File: src/differential_drive_odometry_unit_defines.svh
// Assertion macros shared by the odometry unit.
`ifndef DIFFERENTIAL_DRIVE_ODOMETRY_UNIT_DEFINES_SVH
`define DIFFERENTIAL_DRIVE_ODOMETRY_UNIT_DEFINES_SVH

`ifndef SYNTH
`define DDO_ASSERT_SAME(label, clk, rst, ante, cons) \
   label: assert property (@(posedge clk) disable iff (rst) (ante) |-> (cons)) \
      else $error("odometry check failed");
`define DDO_ASSERT_NEXT(label, clk, rst, ante, cons) \
   label: assert property (@(posedge clk) disable iff (rst) (ante) |=> (cons)) \
      else $error("odometry check failed");
`else
`define DDO_ASSERT_SAME(label, clk, rst, ante, cons)
`define DDO_ASSERT_NEXT(label, clk, rst, ante, cons)
`endif

`endif

File: src/ddo_pkg.sv
`default_nettype none

package ddo_pkg;

   localparam logic [15:0] RATE_DIVISOR  = 16'd1000;
   localparam logic [15:0] ANGLE_DIVISOR = 16'd125;
   localparam logic [15:0] SPACING_RESET = 16'd2560;

   localparam int DIV_W      = 50;
   localparam int DIV_CYCLES = 25;

   localparam longint PI_Q      = 64'sd1686629713;
   localparam longint TWO_PI_Q  = 64'sd3373259426;
   localparam longint HALF_PI_Q = 64'sd843314856;
   localparam longint GAIN_Q    = 64'sd326016437;

   typedef enum logic [4:0] {
      OP_NONE,
      OP_LOAD,
      OP_DIV_LIN,
      OP_DIV_ANG,
      OP_DIV_HEAD,
      OP_DIV_DIST,
      OP_SAVE_LIN,
      OP_SAVE_ANG,
      OP_SAVE_HEAD,
      OP_SAVE_DIST,
      OP_MUL_HEAD,
      OP_MUL_DIST,
      OP_ROT_START,
      OP_MUL_XLO,
      OP_MUL_XHI,
      OP_ADD_X,
      OP_MUL_YLO,
      OP_MUL_YHI,
      OP_ADD_Y,
      OP_EMIT
   } op_type;

   typedef enum logic [4:0] {
      ST_IDLE,
      ST_LIN_START,
      ST_LIN_RUN,
      ST_ANG_START,
      ST_ANG_RUN,
      ST_HEAD_MUL,
      ST_HEAD_START,
      ST_HEAD_RUN,
      ST_DIST_MUL,
      ST_DIST_START,
      ST_DIST_RUN,
      ST_ROT_START,
      ST_ROT_RUN,
      ST_X_HI,
      ST_X_ADD,
      ST_Y_LO,
      ST_Y_HI,
      ST_Y_ADD,
      ST_EMIT
   } state_type;

   typedef struct packed {
      op_type op;
   } cmd_type;

   typedef struct packed {
      logic div_busy;
      logic rot_busy;
   } status_type;

   // atan(2^-i) in units of 2^-29 rad.
   function automatic logic [28:0] atan_q29(input logic [4:0] idx);
      logic [28:0] val;
      case (idx)
         5'd0:    val = 29'd421657428;
         5'd1:    val = 29'd248918915;
         5'd2:    val = 29'd131521918;
         5'd3:    val = 29'd66762579;
         5'd4:    val = 29'd33510843;
         5'd5:    val = 29'd16771758;
         5'd6:    val = 29'd8387925;
         5'd7:    val = 29'd4194219;
         5'd8:    val = 29'd2097141;
         5'd9:    val = 29'd1048575;
         5'd10:   val = 29'd524288;
         5'd11:   val = 29'd262144;
         5'd12:   val = 29'd131072;
         5'd13:   val = 29'd65536;
         5'd14:   val = 29'd32768;
         5'd15:   val = 29'd16384;
         5'd16:   val = 29'd8192;
         5'd17:   val = 29'd4096;
         5'd18:   val = 29'd2048;
         5'd19:   val = 29'd1024;
         5'd20:   val = 29'd512;
         5'd21:   val = 29'd256;
         5'd22:   val = 29'd128;
         5'd23:   val = 29'd64;
         5'd24:   val = 29'd32;
         5'd25:   val = 29'd16;
         5'd26:   val = 29'd8;
         5'd27:   val = 29'd4;
         5'd28:   val = 29'd2;
         5'd29:   val = 29'd1;
         5'd30:   val = 29'd1;
         default: val = 29'd0;
      endcase
      return val;
   endfunction

endpackage

`default_nettype wire

File: src/ddo_ctrl.sv
`default_nettype none

module ddo_ctrl (
   input  wire logic               clock,
   input  wire logic               reset,
   input  wire logic               req_tvalid,
   output logic                    req_tready,
   output logic                    rsp_tvalid,
   input  wire logic               rsp_tready,
   output ddo_pkg::cmd_type        cmd,
   input  wire ddo_pkg::status_type status
);
   import ddo_pkg::*;

   state_type state_ff, state_in;
   logic      rsp_valid_ff, rsp_valid_in;
   logic      emit_ok;

   assign emit_ok = !rsp_valid_ff || rsp_tready;

   always_comb begin
      state_in = state_ff;
      unique case (state_ff)
         ST_IDLE:       if (req_tvalid) state_in = ST_LIN_START;
         ST_LIN_START:  state_in = ST_LIN_RUN;
         ST_LIN_RUN:    if (!status.div_busy) state_in = ST_ANG_START;
         ST_ANG_START:  state_in = ST_ANG_RUN;
         ST_ANG_RUN:    if (!status.div_busy) state_in = ST_HEAD_MUL;
         ST_HEAD_MUL:   state_in = ST_HEAD_START;
         ST_HEAD_START: state_in = ST_HEAD_RUN;
         ST_HEAD_RUN:   if (!status.div_busy) state_in = ST_DIST_MUL;
         ST_DIST_MUL:   state_in = ST_DIST_START;
         ST_DIST_START: state_in = ST_DIST_RUN;
         ST_DIST_RUN:   if (!status.div_busy) state_in = ST_ROT_START;
         ST_ROT_START:  state_in = ST_ROT_RUN;
         ST_ROT_RUN:    if (!status.rot_busy) state_in = ST_X_HI;
         ST_X_HI:       state_in = ST_X_ADD;
         ST_X_ADD:      state_in = ST_Y_LO;
         ST_Y_LO:       state_in = ST_Y_HI;
         ST_Y_HI:       state_in = ST_Y_ADD;
         ST_Y_ADD:      state_in = ST_EMIT;
         ST_EMIT:       if (emit_ok) state_in = ST_IDLE;
         default:       state_in = ST_IDLE;
      endcase
   end

   always_comb begin
      cmd.op     = OP_NONE;
      req_tready = 1'b0;
      unique case (state_ff)
         ST_IDLE: begin
            req_tready = 1'b1;
            if (req_tvalid) cmd.op = OP_LOAD;
         end
         ST_LIN_START:  cmd.op = OP_DIV_LIN;
         ST_LIN_RUN:    if (!status.div_busy) cmd.op = OP_SAVE_LIN;
         ST_ANG_START:  cmd.op = OP_DIV_ANG;
         ST_ANG_RUN:    if (!status.div_busy) cmd.op = OP_SAVE_ANG;
         ST_HEAD_MUL:   cmd.op = OP_MUL_HEAD;
         ST_HEAD_START: cmd.op = OP_DIV_HEAD;
         ST_HEAD_RUN:   if (!status.div_busy) cmd.op = OP_SAVE_HEAD;
         ST_DIST_MUL:   cmd.op = OP_MUL_DIST;
         ST_DIST_START: cmd.op = OP_DIV_DIST;
         ST_DIST_RUN:   if (!status.div_busy) cmd.op = OP_SAVE_DIST;
         ST_ROT_START:  cmd.op = OP_ROT_START;
         ST_ROT_RUN:    if (!status.rot_busy) cmd.op = OP_MUL_XLO;
         ST_X_HI:       cmd.op = OP_MUL_XHI;
         ST_X_ADD:      cmd.op = OP_ADD_X;
         ST_Y_LO:       cmd.op = OP_MUL_YLO;
         ST_Y_HI:       cmd.op = OP_MUL_YHI;
         ST_Y_ADD:      cmd.op = OP_ADD_Y;
         ST_EMIT:       if (emit_ok) cmd.op = OP_EMIT;
         default:       cmd.op = OP_NONE;
      endcase
   end

   always_comb begin
      rsp_valid_in = rsp_valid_ff;
      if (cmd.op == OP_EMIT) begin
         rsp_valid_in = 1'b1;
      end else if (rsp_tready) begin
         rsp_valid_in = 1'b0;
      end
   end

   always_ff @(posedge clock) begin
      if (reset) begin
         state_ff     <= ST_IDLE;
         rsp_valid_ff <= 1'b0;
      end else begin
         state_ff     <= state_in;
         rsp_valid_ff <= rsp_valid_in;
      end
   end

   assign rsp_tvalid = rsp_valid_ff;

endmodule

`default_nettype wire

File: config.mk
export PLATFORM = sky130hd
export DESIGN_NAME = ddo_ctrl
export DESIGN_NICKNAME = d
export VERILOG_FILES = /design/src/differential_drive_odometry_unit_defines.svh /design/src/ddo_pkg.sv /design/src/ddo_ctrl.sv
export SDC_FILE = /design/constraint.sdc
export NUM_CORES = 1
export LEC_CHECK = 0
export BUFFER_PORTS_ARGS = -buffer_cell sky130_fd_sc_hd__buf_2
export CORE_AREA = 2 2 39 41
export CTS_BUF_LIST = sky130_fd_sc_hd__clkbuf_16
export CTS_CLUSTER_SIZE = 10
export DETAILED_ROUTE_END_ITERATION = 12
export DIE_AREA = 0 0 41 43
export GPL_TIMING_DRIVEN = 0
export PLACE_DENSITY_LB_ADDON = 0.15
export SYNTH_ARGS = -nofsm -noshare
export SYNTH_HDL_FRONTEND = slang
export SYNTH_SLANG_ARGS = --single-unit
File: constraint.sdc
create_clock -name clock -period 2 [get_ports clock]
set_input_delay 0.4 -clock clock [delete_from_list [all_inputs] [get_ports clock]]
set_output_delay 0.4 -clock clock [all_outputs]
set_load 0.005 [all_outputs]
==> results of run 1 <==
[path summary, 6_finish.rpt]
| kind | startpoint | end | slack, ps | cells after the start |
|---|---|---|---|---|
| setup reg to reg | state_ff[3]$_SDFFE_PP0P_ | state_ff[2]$_SDFFE_PP0P_ | 170 | 6 |
| hold / removal | reset | state_ff[2]$_SDFFE_PP0P_ | 430 | 2 |
| setup / recovery | state_ff[0]$_SDFFE_PP0P_ | cmd[1] | 70 | 6 |
| hold reg to reg | state_ff[2]$_SDFFE_PP0P_ | rsp_tvalid$_SDFFE_PP0P_ | 610 | 3 |
[final cells by class]
| cell class | count | share of cell area [%] |
|---|---|---|
| buffer | 10 | 9.29 |
| tap | 16 | 2.36 |
| timing repair buffer | 12 | 7.08 |
| sequential | 6 | 14.5 |
| multi-input combinational | 80 | 57.1 |
| inverter | 2 | 0.885 |
| clock buffer | 3 | 8.85 |
[worst reg2reg max path, delay by kind of cell (launching register included)]
| kind | cells | cell delay, ps |
|---|---|---|
| simple gates | 3 | 750 |
| buf+inv | 1 | 130 |
| compound gates | 2 | 560 |
| flops | 1 | 300 |
[per-stage QoR]
step / hold slack (ps) / cell area, um2 / utilization [%] / setup slack [ps] / TNS (ps)
global placement: 637 / 722 / 52.2 / -72.6 / -91.0
detailed placement: 639 / 722 / 52.2 / -87.8 / -134
CTS: 439 / 817 / 59.0 / 6.99 / 0
finish: 432 / 848 / 61.3 / 65.5 / 0
floorplan: 465 / 642 / - / 247 / 0
global route: 454 / 848 / 61.3 / 4.78 / 0
[cells in the mapped netlist (all sizes together) (2+ instances only)]
master   n
nand2b   2
clkbuf   5
nor4b    2
nor2    13
a31oi    3
buf      5
nand3    7
o21ai    8
nand2   13
nand3b   2
dfxtp    6
nand4b   2
a211oi   2
inv      2
a21oi    7
nor3     2
nor2b    2
[state kept, by name, indices dropped and copies added (netlist names)]
register / count
state_ff: 5
rsp_tvalid: 1
[what timing repair did]
item	in CTS	in global routing
gates resized for setup	10	20
pin swaps	0	1
setup endpoints to repair	6	5
hold buffers	0	0
gates cloned	0	0
[layer usage]
layer	wire, um	global-route usage (%)	up-vias
met2	874	38.1	30
met3	113	4.71	4
li1	-	-	388
met5	0	0	-
met1	833	32.5	369
met4	24	10.0	0
[cells by family after synthesis]
logic type / Yosys count / synth area share, %
simple gates: 50 / 40.4
flops: 6 / 18.7
mux: 1 / 1.56
buf+inv: 12 / 8.38
compound gates: 29 / 31.0
[power breakdown]
part / leakage, nW / switching, W / total [W] / internal, W
Combinational: 0.269 / 0.0000861 / 0.000160 / 0.0000735
Sequential: 0.0497 / 0.00000558 / 0.000133 / 0.000127
Clock: 0.0370 / 0.0000710 / 0.000328 / 0.000257
Total: 0.355 / 0.000163 / 0.000620 / 0.000457
==> results.ini, run 1 <==
[clock_network]
cts_sinks = 6
clkTransAtPathRegs_ps = 30
clk_latency_ps = 230
htree_levels = 1
cts_tree = built
root_buffer = clkbuf_16
cts_made_buffers = 3
cts_setup_buffers = 0
cts_buffer_depth = 2

[critical_path]
slowest_delay_ps = 340
critPathCaptureType = output port
startpoint_type = flip-flop
cp_max_fo = 10
cp_num_buf_inv = 3
cp_data_arrival_time_ps = 1530
critPathKind = reg2out
required_ps = 1600
worstPathCellList = clkbuf_4, buf_4, nor4b_1, o21bai_1, nand3_1, buf_2
cp_slowest_cell = nor4b_1
worst_path_dominant_cell_family = buffers and inverters

[final_layout]
diodes = 0
area_delta_synth_final_pct = 32.2
mostFrequentLayoutCells = buf_2 (15), nand2_1 (13), nor2_1 (11)
drive_gt1_share_pct = 32.7
layout.cells.non_filler = 129
multi_input_area_um2 = 484
regArea_um2 = 123
fin_nets = 121
final_common_cell = buf_2
fillCellCount = 138

[run_status]
status = complete, no violations

[timing]
min_period_ps = 1930
fin_crit_sh_pct = 96.7
hold_violations = 0
finalMaxSlewViolations = 0
relSlewSlack_pct = 76.6
max_freq_mhz = 517
grt_setup_unrepaired = false
skew_ps = 3.18
setup_viol = 0
worst_slew_pin_slew_ps = 350

[global_route]
grt_antenna_before_repair = 0
grt_pass1_vias = 679
grt_first_pass_wirelength_um = 2980
grt_max_degree = 11
grt_usage_pct = 24.8
overflow = 0

[routing]
vias_per_cell = 6.13
drtIter0Drc = 20
wl_um = 1850
drt-wirelength-per-cell_um = 14.3
via_count = 791
drc_errors = 0
drtPass1Iterations = 4
antenna_left = 0

[logic_synthesis]
synth_ff_type = dfxtp_1
yosysTopAreaCellShare_pct = 18.7
synth_area_um2 = 642
async_flop_share_pct = 0
syn_avg_cell_area_um2 = 6.55
synth-edff-count = 0
yosys_warnings = 0
netlist_instances = 98
yosysTopAreaCell = dfxtp_1
ys_seq_area_share_pct = 18.7
ys_ff_latch = 6
synth.distinct_cells = 35
synth_area_leaders = dfxtp_1 (19%), nand2_1 (7.6%), nor2_1 (7.6%)
syn_nets = 104

[power_and_ir_drop]
p_per_area_mw_per_mm2 = 731
peakVddDrop_v = 0.000564
power.total_w = 0.000620
p_leak_nw = 0.355

[floorplanning]
initial_utilization_pct = 46.4
die_h_um = 43
die-area_mm2 = 0.00176
fp.dieW_um = 41
ios = 13
row_count = 14
core_mm2 = 0.00138

[run]
cap_violations = 0

[min_path]
hold_class = in2reg

[placement]
io_buffer_count = 12
hpwl_um = 1250
dp_cells = 126
place_congestion = 0.857

Power figures use the tool's default switching activity.
==> run 2: changes to the inputs <==
CORE_AREA = unset   (was 2 2 39 41)
CORE_UTILIZATION = 47   (was unset)
DIE_AREA = unset   (was 0 0 41 43)
SKIP_LAST_GASP = 1   (was unset)
clock period = 1.7 ns   (was 2 ns; I/O delays follow)
==> run 2 against run 1 <==
  * The run now ends with negative setup slack left
  * Cell count grew 7.8%
  * Core utilization up 36 points
  * Via count grew 38%
  * Non-clock buffer count increased by 12
  * Design area is 36% higher
  * First-iteration DRC count grew to 5.0 times the previous value
  * Critical path type unchanged
  * Largest cell class unchanged
  * Highest routed layer unchanged
==> results.ini, run 2 (synthesis results as in run 1) <==
[global_route]
grt_antenna_before_repair = 0
grt_first_pass_wirelength_um = 3560
grt_pass1_vias = 747
overflow = 0
grt_max_degree = 11
grt_usage_pct = 34.6

[final_layout]
final_common_cell = buf_2
largest_reg_flops = 5
diodes = 0
mostFrequentLayoutCells = buf_2 (13), nand2_1 (12), buf_4 (9), nor2_1 (8), nand3_1 (7)
area_delta_synth_final_pct = 79.9
fin_nets = 133
fin_util_pct = 97.4
layout.cells.non_filler = 139
final_area_mm2 = 0.00115
largest-register = state_ff
drive_gt1_share_pct = 54.4

[floorplanning]
row_count = 12
fp.dieW_um = 39.0
die-area_mm2 = 0.00152
ios = 13
initial_utilization_pct = 54.1
die_h_um = 39.0
core_mm2 = 0.00119

[routing]
drc_errors = 0
via_count = 1089
vias_per_cell = 7.83
drt-wirelength-per-cell_um = 27.4
drtPass1Iterations = 7
wl_um = 3810
antenna_left = 0
drtIter0Drc = 99

[timing]
min_period_ps = 1930
fin_crit_sh_pct = 113
worst_slew_pin_slew_ps = 321
setup_viol = 10
setup_ws_ps = -229
hold_violations = 0
max_freq_mhz = 518
skew_ps = 3.51
relSlewSlack_pct = 78.5
finalMaxSlewViolations = 0
grt_setup_unrepaired = true

[placement]
post-place-ws_ps = -307
place_congestion = 0.846
hpwl_um = 1230
place_area_um2 = 719
dp_cells = 124
io_buffer_count = 12

[clock_network]
cts_sinks = 6
cts_tree = built
cts_buffer_depth = 2
clk_latency_ps = 230
root_buffer = clkbuf_16
htree_levels = 1
clkTransAtPathRegs_ps = 40
cts_hold_buf = 0
cts_made_buffers = 3

[power_and_ir_drop]
peakVddDrop_v = 0.000847
pwr-share-seq_pct = 18.1
combPwrFrac_pct = 37.5
p_leak_nw = 0.472
clkPwrFrac_pct = 44.3
p_switching_w = 0.000282
p_sw_share_pct = 32.1
p_per_area_mw_per_mm2 = 761
p_int_w = 0.000597

[critical_path]
cp_data_arrival_time_ps = 1590
path_common_cell = clkbuf_8
critPathCaptureType = output port
critPathKind = reg2out
required_ps = 1360
worstPathCellList = clkbuf_8, clkbuf_8, nor4b_2, o21bai_1, nand3_1, buf_2
cp_max_fo = 10
cp_slowest_cell = dfxtp_2
startpoint_type = flip-flop
slowest_delay_ps = 340

[run_status]
status = finished with violations
violations = negative setup slack

[min_path]
hold_class = in2reg

[run]
cap_violations = 0

==> run 2: cell count changes in the layout (fill, tap and decap cells not counted), sizes merged <==
cell	previous run	this run
clkbuf	6	8
buf	19	29
==> run 2: worst max-delay path: cells and delay by family (launching register included) <==
kind	cells	cell delay, ps
simple gates	2	440
buf+inv	3	440
compound gates	1	120
flops	1	340
==> run 2: final cells by class <==
| type | instances | area (um2) |
|---|---|---|
| timing repair buffer | 24 | 164 |
| buffer | 10 | 136 |
| clock buffer | 3 | 75.1 |
| tap | 14 | 17.5 |
| fill | 20 | 31.3 |
| multi-input combinational | 80 | 624 |
| sequential | 6 | 130 |
| inverter | 2 | 7.51 |
==> run 2: through the flow <==
step | total power [W] | TNS [ps] | hold slack, ps
2_1_floorplan | 0.000273 | 0 | 405
3_3_place_gp | 0.000318 | -1460 | 613
3_5_place_dp | 0.000322 | -1560 | 615
4_1_cts | 0.000769 | -165 | 371
5_1_grt | 0.000889 | -1330 | 392
6_report | 0.000879 | -1110 | 382
==> run 2: power by group through the flow <==
stage	sequential, W	combinational, W	clock [W]
final	0.000159	0.000330	0.000390
after global routing	0.000159	0.000339	0.000391
after CTS	0.000155	0.000233	0.000380
after detailed placement	0.000156	0.000165	0
after global placement	0.000156	0.000163	0
after floorplan	0.000155	0.000118	0
==> run 2: repair_timing <==
action	CTS	global route
gates cloned	1	0
setup buffers	7	4
setup endpoints to repair	9	9
pin swaps	5	6
gates resized for setup	46	29
==> run 2: routing by layer <==
metal	global-route usage, %	share of wire (%)
met5	0	0
met4	12.1	12
met2	59.6	40
met1	44.6	34
met3	2.31	14
==> run 2: final timing paths <==
kind	to	depth (start not counted)	start	slack, ps
worst max-delay path	cmd[1]	6	state_ff[0]$_SDFFE_PP0P_	-230
worst min-delay path	state_ff[2]$_SDFFE_PP0P_	2	reset	380
worst max register to register	state_ff[0]$_SDFFE_PP0P_	6	state_ff[3]$_SDFFE_PP0P_	-90
worst min register to register	state_ff[1]$_SDFFE_PP0P_	2	state_ff[4]$_SDFFE_PP0P_	620
